===== src/sv/sha_pkg.sv =====
// Shared types, round constants and sigma functions of the SHA-256 stream hasher.
`default_nettype none

package sha_pkg;

  typedef struct packed {
    logic [7:0] msg_byte;
    logic       has_byte;
    logic       end_of_message;
  } in_word_t;

  typedef struct packed {
    logic [31:0] digest_word;
    logic [2:0]  word_index;
    logic        last_word;
  } out_word_t;

  // Commands from the sequencer to the round unit.
  typedef struct packed {
    logic start;
    logic reinit;
  } rnd_ctrl_t;

  // Status of the round unit.
  typedef struct packed {
    logic busy;
    logic step;
    logic done;
  } rnd_stat_t;

  localparam logic [255:0] H_INIT = {
    32'h6a09e667, 32'hbb67ae85, 32'h3c6ef372, 32'ha54ff53a,
    32'h510e527f, 32'h9b05688c, 32'h1f83d9ab, 32'h5be0cd19
  };

  localparam logic [7:0] PAD_BYTE = 8'h80;
  localparam logic [5:0] LEN_POS  = 6'd56;

  localparam logic [31:0] ROUND_K [64] = '{
    32'h428a2f98, 32'h71374491, 32'hb5c0fbcf, 32'he9b5dba5,
    32'h3956c25b, 32'h59f111f1, 32'h923f82a4, 32'hab1c5ed5,
    32'hd807aa98, 32'h12835b01, 32'h243185be, 32'h550c7dc3,
    32'h72be5d74, 32'h80deb1fe, 32'h9bdc06a7, 32'hc19bf174,
    32'he49b69c1, 32'hefbe4786, 32'h0fc19dc6, 32'h240ca1cc,
    32'h2de92c6f, 32'h4a7484aa, 32'h5cb0a9dc, 32'h76f988da,
    32'h983e5152, 32'ha831c66d, 32'hb00327c8, 32'hbf597fc7,
    32'hc6e00bf3, 32'hd5a79147, 32'h06ca6351, 32'h14292967,
    32'h27b70a85, 32'h2e1b2138, 32'h4d2c6dfc, 32'h53380d13,
    32'h650a7354, 32'h766a0abb, 32'h81c2c92e, 32'h92722c85,
    32'ha2bfe8a1, 32'ha81a664b, 32'hc24b8b70, 32'hc76c51a3,
    32'hd192e819, 32'hd6990624, 32'hf40e3585, 32'h106aa070,
    32'h19a4c116, 32'h1e376c08, 32'h2748774c, 32'h34b0bcb5,
    32'h391c0cb3, 32'h4ed8aa4a, 32'h5b9cca4f, 32'h682e6ff3,
    32'h748f82ee, 32'h78a5636f, 32'h84c87814, 32'h8cc70208,
    32'h90befffa, 32'ha4506ceb, 32'hbef9a3f7, 32'hc67178f2
  };

  function automatic logic [31:0] rotr(input logic [31:0] x, input logic [4:0] n);
    rotr = (x >> n) | (x << (6'd32 - {1'b0, n}));
  endfunction

  function automatic logic [31:0] big_sigma0(input logic [31:0] x);
    big_sigma0 = rotr(x, 5'd2) ^ rotr(x, 5'd13) ^ rotr(x, 5'd22);
  endfunction

  function automatic logic [31:0] big_sigma1(input logic [31:0] x);
    big_sigma1 = rotr(x, 5'd6) ^ rotr(x, 5'd11) ^ rotr(x, 5'd25);
  endfunction

  function automatic logic [31:0] small_sigma0(input logic [31:0] x);
    small_sigma0 = rotr(x, 5'd7) ^ rotr(x, 5'd18) ^ (x >> 3);
  endfunction

  function automatic logic [31:0] small_sigma1(input logic [31:0] x);
    small_sigma1 = rotr(x, 5'd17) ^ rotr(x, 5'd19) ^ (x >> 10);
  endfunction

endpackage

`default_nettype wire


===== src/sv/sha256_stream_hasher.sv =====
// Top level of the SHA-256 stream hasher: sequencer, padding and digest output.
// A byte that does not complete a block is taken without stalling; a byte that completes a
// block keeps the input closed while the round unit runs its rounds and the final add.
// An end-of-message word pads one byte per cycle to the end of the block, compresses (twice
// when the length spills), then emits eight digest words, one a cycle while out_ready_i is
// high. The round unit is shared. Reset clears the control state and loads the initial hash.
`default_nettype none

module sha256_stream_hasher (
  input  wire logic               clk_i,
  input  wire logic               rst_ni,
  input  wire logic               in_valid_i,
  output logic                    in_ready_o,
  input  wire sha_pkg::in_word_t  in_word_i,
  output logic                    out_valid_o,
  input  wire logic               out_ready_i,
  output sha_pkg::out_word_t      out_word_o
);

  // Sequencer states. IDLE takes input words, PAD feeds padding bytes into the
  // block buffer, COMP waits for the round unit, DONE hands the digest over to
  // the output buffer once that buffer has drained.
  localparam logic [1:0] ST_IDLE = 2'd0;
  localparam logic [1:0] ST_PAD  = 2'd1;
  localparam logic [1:0] ST_COMP = 2'd2;
  localparam logic [1:0] ST_DONE = 2'd3;

  logic [1:0]   state_q, state_d;
  logic [5:0]   fill_q, fill_d;
  logic [60:0]  total_q, total_d;
  logic         pad_pend_q, pad_pend_d;   // message end seen, padding still to run
  logic         pad_first_q, pad_first_d; // next padding byte is the 0x80 marker
  logic         spill_q, spill_d;         // current block is the spill block
  logic         final_q, final_d;         // running compression is the last one

  logic         in_acc;
  logic         out_acc;
  logic         shift_en;
  logic [7:0]   shift_byte;
  logic         full_evt;
  logic         marker_late;
  logic [63:0]  len_bits;
  logic [2:0]   len_sel;
  logic [7:0]   len_byte;
  logic [7:0]   pad_byte;

  logic [255:0] obuf_q;
  logic [3:0]   ocnt_q;
  logic [2:0]   oidx_q;
  logic         obuf_load;

  sha_pkg::rnd_ctrl_t rnd_ctrl;
  sha_pkg::rnd_stat_t rnd_stat;
  logic [31:0]        w;
  logic [255:0]       hash;

  assign in_ready_o = (state_q == ST_IDLE);
  assign in_acc     = in_valid_i & in_ready_o;
  assign out_valid_o = (ocnt_q != 4'd0);
  assign out_acc     = out_valid_o & out_ready_i;

  assign out_word_o.digest_word = obuf_q[255:224];
  assign out_word_o.word_index  = oidx_q;
  assign out_word_o.last_word   = (oidx_q == 3'd7);

  // The length field is the byte count times eight, stored big-endian in the
  // last eight bytes of the final block.
  assign len_bits = {total_q, 3'b000};
  assign len_sel  = ~fill_q[2:0];
  assign len_byte = len_bits[{len_sel, 3'b000} +: 8];

  // The 0x80 marker landing at or beyond the length position forces an extra block.
  assign marker_late = pad_first_q && (fill_q >= sha_pkg::LEN_POS);

  always_comb begin
    if (pad_first_q) begin
      pad_byte = sha_pkg::PAD_BYTE;
    end else if ((fill_q >= sha_pkg::LEN_POS) && !spill_q) begin
      pad_byte = len_byte;
    end else begin
      pad_byte = 8'h00;
    end
  end

  assign shift_en   = (in_acc && in_word_i.has_byte) || (state_q == ST_PAD);
  assign shift_byte = (state_q == ST_PAD) ? pad_byte : in_word_i.msg_byte;
  assign full_evt   = shift_en && (fill_q == 6'd63);
  assign obuf_load  = (state_q == ST_DONE) && (ocnt_q == 4'd0);

  assign rnd_ctrl.start  = full_evt;
  assign rnd_ctrl.reinit = obuf_load;

  always_comb begin
    state_d     = state_q;
    fill_d      = fill_q;
    total_d     = total_q;
    pad_pend_d  = pad_pend_q;
    pad_first_d = pad_first_q;
    spill_d     = spill_q;
    final_d     = final_q;

    if (shift_en) begin
      fill_d = fill_q + 6'd1;
    end

    case (state_q)
      ST_IDLE: begin
        if (in_acc) begin
          if (in_word_i.has_byte) begin
            total_d = total_q + 61'd1;
          end
          if (in_word_i.end_of_message) begin
            pad_pend_d  = 1'b1;
            pad_first_d = 1'b1;
          end
          if (full_evt) begin
            final_d = 1'b0;
            state_d = ST_COMP;
          end else if (in_word_i.end_of_message) begin
            state_d = ST_PAD;
          end
        end
      end
      ST_PAD: begin
        pad_first_d = 1'b0;
        if (marker_late) begin
          spill_d = 1'b1;
        end
        if (full_evt) begin
          spill_d = 1'b0;
          final_d = !(spill_q || marker_late);
          state_d = ST_COMP;
        end
      end
      ST_COMP: begin
        if (rnd_stat.done) begin
          if (final_q) begin
            state_d = ST_DONE;
          end else if (pad_pend_q) begin
            state_d = ST_PAD;
          end else begin
            state_d = ST_IDLE;
          end
        end
      end
      ST_DONE: begin
        if (obuf_load) begin
          total_d    = '0;
          pad_pend_d = 1'b0;
          final_d    = 1'b0;
          state_d    = ST_IDLE;
        end
      end
      default: begin
        state_d = ST_IDLE;
      end
    endcase
  end

  always_ff @(posedge clk_i or negedge rst_ni) begin
    if (!rst_ni) begin
      state_q     <= ST_IDLE;
      fill_q      <= '0;
      total_q     <= '0;
      pad_pend_q  <= 1'b0;
      pad_first_q <= 1'b0;
      spill_q     <= 1'b0;
      final_q     <= 1'b0;
      ocnt_q      <= '0;
      oidx_q      <= '0;
    end else begin
      state_q     <= state_d;
      fill_q      <= fill_d;
      total_q     <= total_d;
      pad_pend_q  <= pad_pend_d;
      pad_first_q <= pad_first_d;
      spill_q     <= spill_d;
      final_q     <= final_d;
      if (obuf_load) begin
        ocnt_q <= 4'd8;
        oidx_q <= '0;
      end else if (out_acc) begin
        ocnt_q <= ocnt_q - 4'd1;
        oidx_q <= oidx_q + 3'd1;
      end
    end
  end

  // The digest is copied out so the next message can start while it drains.
  always_ff @(posedge clk_i) begin
    if (obuf_load) begin
      obuf_q <= hash;
    end else if (out_acc) begin
      obuf_q <= {obuf_q[223:0], 32'h0};
    end
  end

  sha_msg_sched u_sched (
    .clk_i     (clk_i),
    .byte_en_i (shift_en),
    .byte_i    (shift_byte),
    .step_i    (rnd_stat.step),
    .w_o       (w)
  );

  sha_round u_round (
    .clk_i  (clk_i),
    .rst_ni (rst_ni),
    .ctrl_i (rnd_ctrl),
    .w_i    (w),
    .stat_o (rnd_stat),
    .hash_o (hash)
  );

  // A new compression never starts while the round unit is still working.
  a_start_idle: assert property (@(posedge clk_i) disable iff (!rst_ni)
    rnd_ctrl.start |-> !rnd_stat.busy)
    else $error("round unit started while busy");

  // The digest is handed over only at a block boundary.
  a_done_aligned: assert property (@(posedge clk_i) disable iff (!rst_ni)
    state_q == ST_DONE |-> fill_q == 6'd0)
    else $error("digest ready with a partial block");

  // After the last digest word leaves, the output side goes quiet.
  a_last_drains: assert property (@(posedge clk_i) disable iff (!rst_ni)
    out_acc && out_word_o.last_word |=> !out_valid_o)
    else $error("output still valid after the last digest word");

endmodule

`default_nettype wire


===== src/sv/sha_msg_sched.sv =====
// Block buffer and rolling message schedule of the SHA-256 stream hasher.
`default_nettype none

module sha_msg_sched (
  input  wire logic        clk_i,
  input  wire logic        byte_en_i,
  input  wire logic [7:0]  byte_i,
  input  wire logic        step_i,
  output logic      [31:0] w_o
);

  // Word 0 of the window sits in the top bits.
  logic [511:0] blk_q;
  logic [511:0] blk_d;
  logic [31:0]  w_new;

  function automatic logic [31:0] win(input logic [511:0] b, input int unsigned i);
    win = b[511 - 32 * i -: 32];
  endfunction

  assign w_o   = win(blk_q, 0);
  assign w_new = win(blk_q, 0) + sha_pkg::small_sigma0(win(blk_q, 1))
               + win(blk_q, 9) + sha_pkg::small_sigma1(win(blk_q, 14));

  always_comb begin
    blk_d = blk_q;
    if (byte_en_i) begin
      blk_d = {blk_q[503:0], byte_i};
    end else if (step_i) begin
      blk_d = {blk_q[479:0], w_new};
    end
  end

  always_ff @(posedge clk_i) begin
    blk_q <= blk_d;
  end

endmodule

`default_nettype wire


===== src/sv/sha_round.sv =====
// SHA-256 round unit: hash state, working variables and one round per cycle.
`default_nettype none

module sha_round (
  input  wire logic                clk_i,
  input  wire logic                rst_ni,
  input  wire sha_pkg::rnd_ctrl_t  ctrl_i,
  input  wire logic         [31:0] w_i,
  output sha_pkg::rnd_stat_t       stat_o,
  output logic             [255:0] hash_o
);

  logic [31:0] h_q [8];
  logic [31:0] a_q, b_q, c_q, d_q, e_q, f_q, g_q, hh_q;
  logic [5:0]  cnt_q;
  logic        act_q;
  logic        add_q;
  logic [31:0] t1, t2;

  assign t1 = hh_q + sha_pkg::big_sigma1(e_q) + ((e_q & f_q) ^ (~e_q & g_q))
            + sha_pkg::ROUND_K[cnt_q] + w_i;
  assign t2 = sha_pkg::big_sigma0(a_q) + ((a_q & b_q) ^ (a_q & c_q) ^ (b_q & c_q));

  assign stat_o.busy = act_q | add_q;
  assign stat_o.step = act_q;
  assign stat_o.done = add_q;

  assign hash_o = {h_q[0], h_q[1], h_q[2], h_q[3], h_q[4], h_q[5], h_q[6], h_q[7]};

  always_ff @(posedge clk_i or negedge rst_ni) begin
    if (!rst_ni) begin
      act_q <= 1'b0;
      add_q <= 1'b0;
      cnt_q <= '0;
      for (int i = 0; i < 8; i++) begin
        h_q[i] <= sha_pkg::H_INIT[255 - 32 * i -: 32];
      end
    end else begin
      // The final add follows the cycle of the last round.
      add_q <= act_q && !ctrl_i.start && (cnt_q == 6'd63);
      if (ctrl_i.start) begin
        act_q <= 1'b1;
        cnt_q <= '0;
      end else if (act_q) begin
        cnt_q <= cnt_q + 6'd1;
        if (cnt_q == 6'd63) begin
          act_q <= 1'b0;
        end
      end
      if (add_q) begin
        h_q[0] <= h_q[0] + a_q;
        h_q[1] <= h_q[1] + b_q;
        h_q[2] <= h_q[2] + c_q;
        h_q[3] <= h_q[3] + d_q;
        h_q[4] <= h_q[4] + e_q;
        h_q[5] <= h_q[5] + f_q;
        h_q[6] <= h_q[6] + g_q;
        h_q[7] <= h_q[7] + hh_q;
      end else if (ctrl_i.reinit) begin
        for (int i = 0; i < 8; i++) begin
          h_q[i] <= sha_pkg::H_INIT[255 - 32 * i -: 32];
        end
      end
    end
  end

  always_ff @(posedge clk_i) begin
    if (ctrl_i.start) begin
      a_q  <= h_q[0];
      b_q  <= h_q[1];
      c_q  <= h_q[2];
      d_q  <= h_q[3];
      e_q  <= h_q[4];
      f_q  <= h_q[5];
      g_q  <= h_q[6];
      hh_q <= h_q[7];
    end else if (act_q) begin
      hh_q <= g_q;
      g_q  <= f_q;
      f_q  <= e_q;
      e_q  <= d_q + t1;
      d_q  <= c_q;
      c_q  <= b_q;
      b_q  <= a_q;
      a_q  <= t1 + t2;
    end
  end

endmodule

`default_nettype wire

===== config.mk =====
export PLATFORM = sky130hd
export DESIGN_NAME = sha256_stream_hasher
export DESIGN_NICKNAME = d
export VERILOG_FILES = /design/src/sv/sha_pkg.sv /design/src/sv/sha256_stream_hasher.sv /design/src/sv/sha_msg_sched.sv /design/src/sv/sha_round.sv
export SDC_FILE = /design/constraint.sdc
export NUM_CORES = 2
export LEC_CHECK = 0
export ABC_AREA = 1
export BUFFER_PORTS_ARGS = -buffer_cell sky130_fd_sc_hd__buf_2
export CORE_MARGIN = 5
export CORE_UTILIZATION = 50
export CTS_BUF_LIST = sky130_fd_sc_hd__clkbuf_8
export DETAILED_ROUTE_END_ITERATION = 7
export PLACE_DENSITY = 0.76
export SLEW_MARGIN = 25
export SYNTH_ARGS = -nofsm -noshare
export SYNTH_HDL_FRONTEND = slang
export SYNTH_SLANG_ARGS = --single-unit

===== constraint.sdc =====
create_clock -name clk_i -period 27.3 [get_ports clk_i]
set_clock_uncertainty 0.15 [all_clocks]
set_input_delay 8.19 -clock clk_i [delete_from_list [all_inputs] [get_ports clk_i]]
set_output_delay 8.19 -clock clk_i [all_outputs]
set_load 0.005 [all_outputs]

==> out/summary.log <==
INFO  run_status     run_status=completed
INFO  timing         setup_viol_count_final=0
INFO  setup_path     critical-path-max-stage-delay=830ps
INFO  clocking       tritoncts=yes
INFO  setup_path     crit_path_top_delay_cell=buf_4
INFO  drt            vias=78300
INFO  placed_design  place_congestion=1.09
INFO  timing         period_share=43.9%
INFO  grt            grt_pass1_wl=503mm
INFO  synthesis      cell_type_contributing_the_most_total_cell_area_after_synthesis=edfxtp_1
INFO  synthesis      postSynthAreaPerCell=8.21um2
INFO  synthesis      synth.ff_latch_count=1368
INFO  setup_path     crit_path_max_fanout=95
INFO  synthesis      synth.area.top_cells=edfxtp_1 34%, nand2_1 14%, dfrtp_1 5.8%, ha_1 5.6%, inv_1 5.3%
INFO  synthesis      post-synth-top-area-fraction=34.4%
INFO  grt            initial_antenna_violation_count=4
INFO  floorplan      row_count=155
INFO  clocking       cts.htree.levels=4
INFO  timing         whs=322ps
INFO  floorplan      pin_count=52
INFO  drt            antenna_violating_nets_post_route=0
INFO  grt            grt_max_degree=237
INFO  finish         layout-area-overhead-vs-synth=7.85%
INFO  floorplan      core_region_area=0.178mm2
INFO  drt            wl_per_cell=25.9um
INFO  setup_path     critical_path.cell_chain=buf_2, nand3_1, nand2_8, inv_8, nor2_4, inv_8, nand2_4, buf_4, buf_4
INFO  placed_design  placed_wire_length_estimate_after_detailed_placement=261mm
INFO  worst_hold_path timing.hold.worst.class=reg2reg
INFO  setup_path     number_of_buffer_and_inverter_instances_along_the_worst_setup_path=5
INFO  placed_design  postPlaceCellArea=0.0915mm2
INFO  synthesis      syn_area=0.0895mm2
INFO  floorplan      die_height=433um
INFO  synthesis      most_repeated_cell_in_the_gate_level_netlist_after_synthesis=nand2_1
INFO  clocking       clk_latency=1060ps
INFO  floorplan      fp.dieW=433um
INFO  synthesis      synthDistinctLibCells=64
INFO  floorplan      initial_utilization=50.2%
INFO  clocking       postCtsSetupRepairBufs=0
INFO  synthesis      synth.yosys.warnings=0
INFO  synthesis      synth_sequential_area_ratio=44.2%
INFO  timing         rsz0062_at_grt=false
INFO  clocking       ctsResizeCount=0
INFO  synthesis      most_common_flop_cell_mapped_by_yosys=edfxtp_1
INFO  synthesis      synth_enable_flop_cells=1024
INFO  clocking       path_clk_slew=60ps
INFO  setup_path     worst_path_dominant_cell_family=buffers and inverters
INFO  drt            drt_first_pass_iters=6
INFO  synthesis      synth_cells=10900
INFO  placed_design  placement.io_buffers=51
INFO  setup_path     startpoint_type_of_the_worst_setup_path=input pin
INFO  timing         number_of_max_slew_violations_in_the_final_report=0
INFO  grt            grt.total_usage=36.4%
INFO  finish         design_area=0.0965mm2
INFO  synthesis      async_reset_ff_share=25.1%
INFO  setup_path     cp_data_arrival_time=12490ps
INFO  run            drv_cap=0
INFO  clocking       cts_buffers=236
INFO  grt            grt_pass1_vias=77100
INFO  timing         totalNegativeSetupSlack=0ps
INFO  finish         nets=11400
INFO  timing         achievable-frequency=83.4MHz
INFO  timing         rel_slew_slack=17.8%
INFO  drt            first_iter_violations=8530
INFO  finish         final_layout_size_suffix_gt1_share=6.24%
INFO  clocking       clock-root-buffer=clkbuf_8
INFO  drt            viasPerCell=5.85
INFO  clocking       ctsLongestPathBuffers=3
INFO  setup_path     critical_path_required=27800ps
INFO  synthesis      synth_nets=11500
INFO  timing         final_hold_violations=0
INFO  drt            drcViolationCount=0
INFO  synthesis      synth.top_cells.by_count=3432 x nand2_1, 1252 x inv_1, 1024 x edfxtp_1
INFO  setup_path     worst_setup_path_end_kind=flip-flop
INFO  timing         timing_worst_slew_pin_value=1230ps
INFO  drt            wirelength=347mm
INFO  finish         postLayoutCoreUtil=54.2%
INFO  clocking       cts_num_sinks=1368
INFO  floorplan      fp.dieArea=0.188mm2
INFO  setup_path     worst-setup-path-type=in2reg
INFO  timing         fin_crit=11990ps
INFO  clocking       cts_hold_buffers=0
INFO  grt            globalRouteOverflowTotal=0
area by class of cell:
class / instances / area, um2
diodes: 4 / 10.0
clock buffers: 255 / 3510
clock inverters: 188 / 1320
fillers: 16700 / 81700
inverters: 1261 / 4760
multi-input cells: 7813 / 43400
flip-flops and latches: 1368 / 39500
well taps: 2355 / 2950
repair buffers: 137 / 1070
through the flow:
stage	worst slack (ps)	std cells
2_1_floorplan	6080	10900
3_3_place_gp	14460	12900
3_5_place_dp	14340	12900
4_1_cts	15460	13400
5_1_grt	15100	13400
6_report	15310	13400
placed cells by master (no fill, tap or decap), types with 71 or more instances in the layout:
master and n:
nand2_1 3428, inv_1 1323, edfxtp_1 1024, o21ai_0 917, nor2_1 606, a21oi_1 597
ha_1 400, nand3_1 338, clkbuf_8 255, xor2_1 236, dfrtp_1 206, fa_1 195
xnor2_1 164, dfstp_2 136, nor3_1 135, o22ai_1 108, o21bai_1 71
cell families after synthesis:
kind of cell / Yosys count / synth area share [%]
simple gates: 4699 / 21.0
compound gates: 2081 / 13.0
buf+inv: 1723 / 7.50
flops: 1368 / 44.2
fa+ha+maj: 616 / 10.2
xor+xnor: 405 / 3.96
mux: 12 / 0.134
registers in the layout, summed over array words and instances, names as in the netlist, 32 cells and up:
register / count
u_round.b_q: 32
total_q: 61
u_round.hash_o: 256
u_round.hh_q: 32
u_round.f_q: 32
obuf_q: 256
u_round.g_q: 32
u_round.c_q: 32
u_sched.blk_q: 512
u_round.a_q: 32
u_round.d_q: 32
u_round.e_q: 32
metal layers:
| layer | up-vias | part of all wire [%] | global-route usage, % |
|---|---|---|---|
| met4 | 0 | 8.4 | 25.5 |
| met2 | 3821 | 46 | 59.2 |
| met5 | - | 0 | 0 |
| met3 | 982 | 8.6 | 8.10 |
| met1 | 37600 | 37 | 42.9 |
| li1 | 36000 | - | - |
path summary, 6_finish.rpt:
| path | from | cells past startpoint | endpoint | slack [ps] |
|---|---|---|---|---|
| max | in_valid_i | 9 | u_round.g_q[31]$_DFFE_PP_ | 15310 |
| min | fill_q[5]$_DFFE_PN0N_ | 1 | fill_q[5]$_DFFE_PN0N_ | 320 |
| max reg2reg | u_round.cnt_q[0]$_DFFE_PN0P_ | 36 | u_round.a_q[23]$_DFFE_PP_ | 16470 |
| min reg2reg | fill_q[5]$_DFFE_PN0N_ | 1 | fill_q[5]$_DFFE_PN0N_ | 320 |
| max in group asynchronous | rst_ni | 4 | u_round.hash_o[235]$_DFFE_PN0P_ | 17060 |
| min in group asynchronous | rst_ni | 1 | total_q[52]$_DFFE_PN0P_ | 6990 |
Power is left out: the tool's default activity adds up to more than one toggle a clock period on the data nets, which glitch-free logic cannot reach.
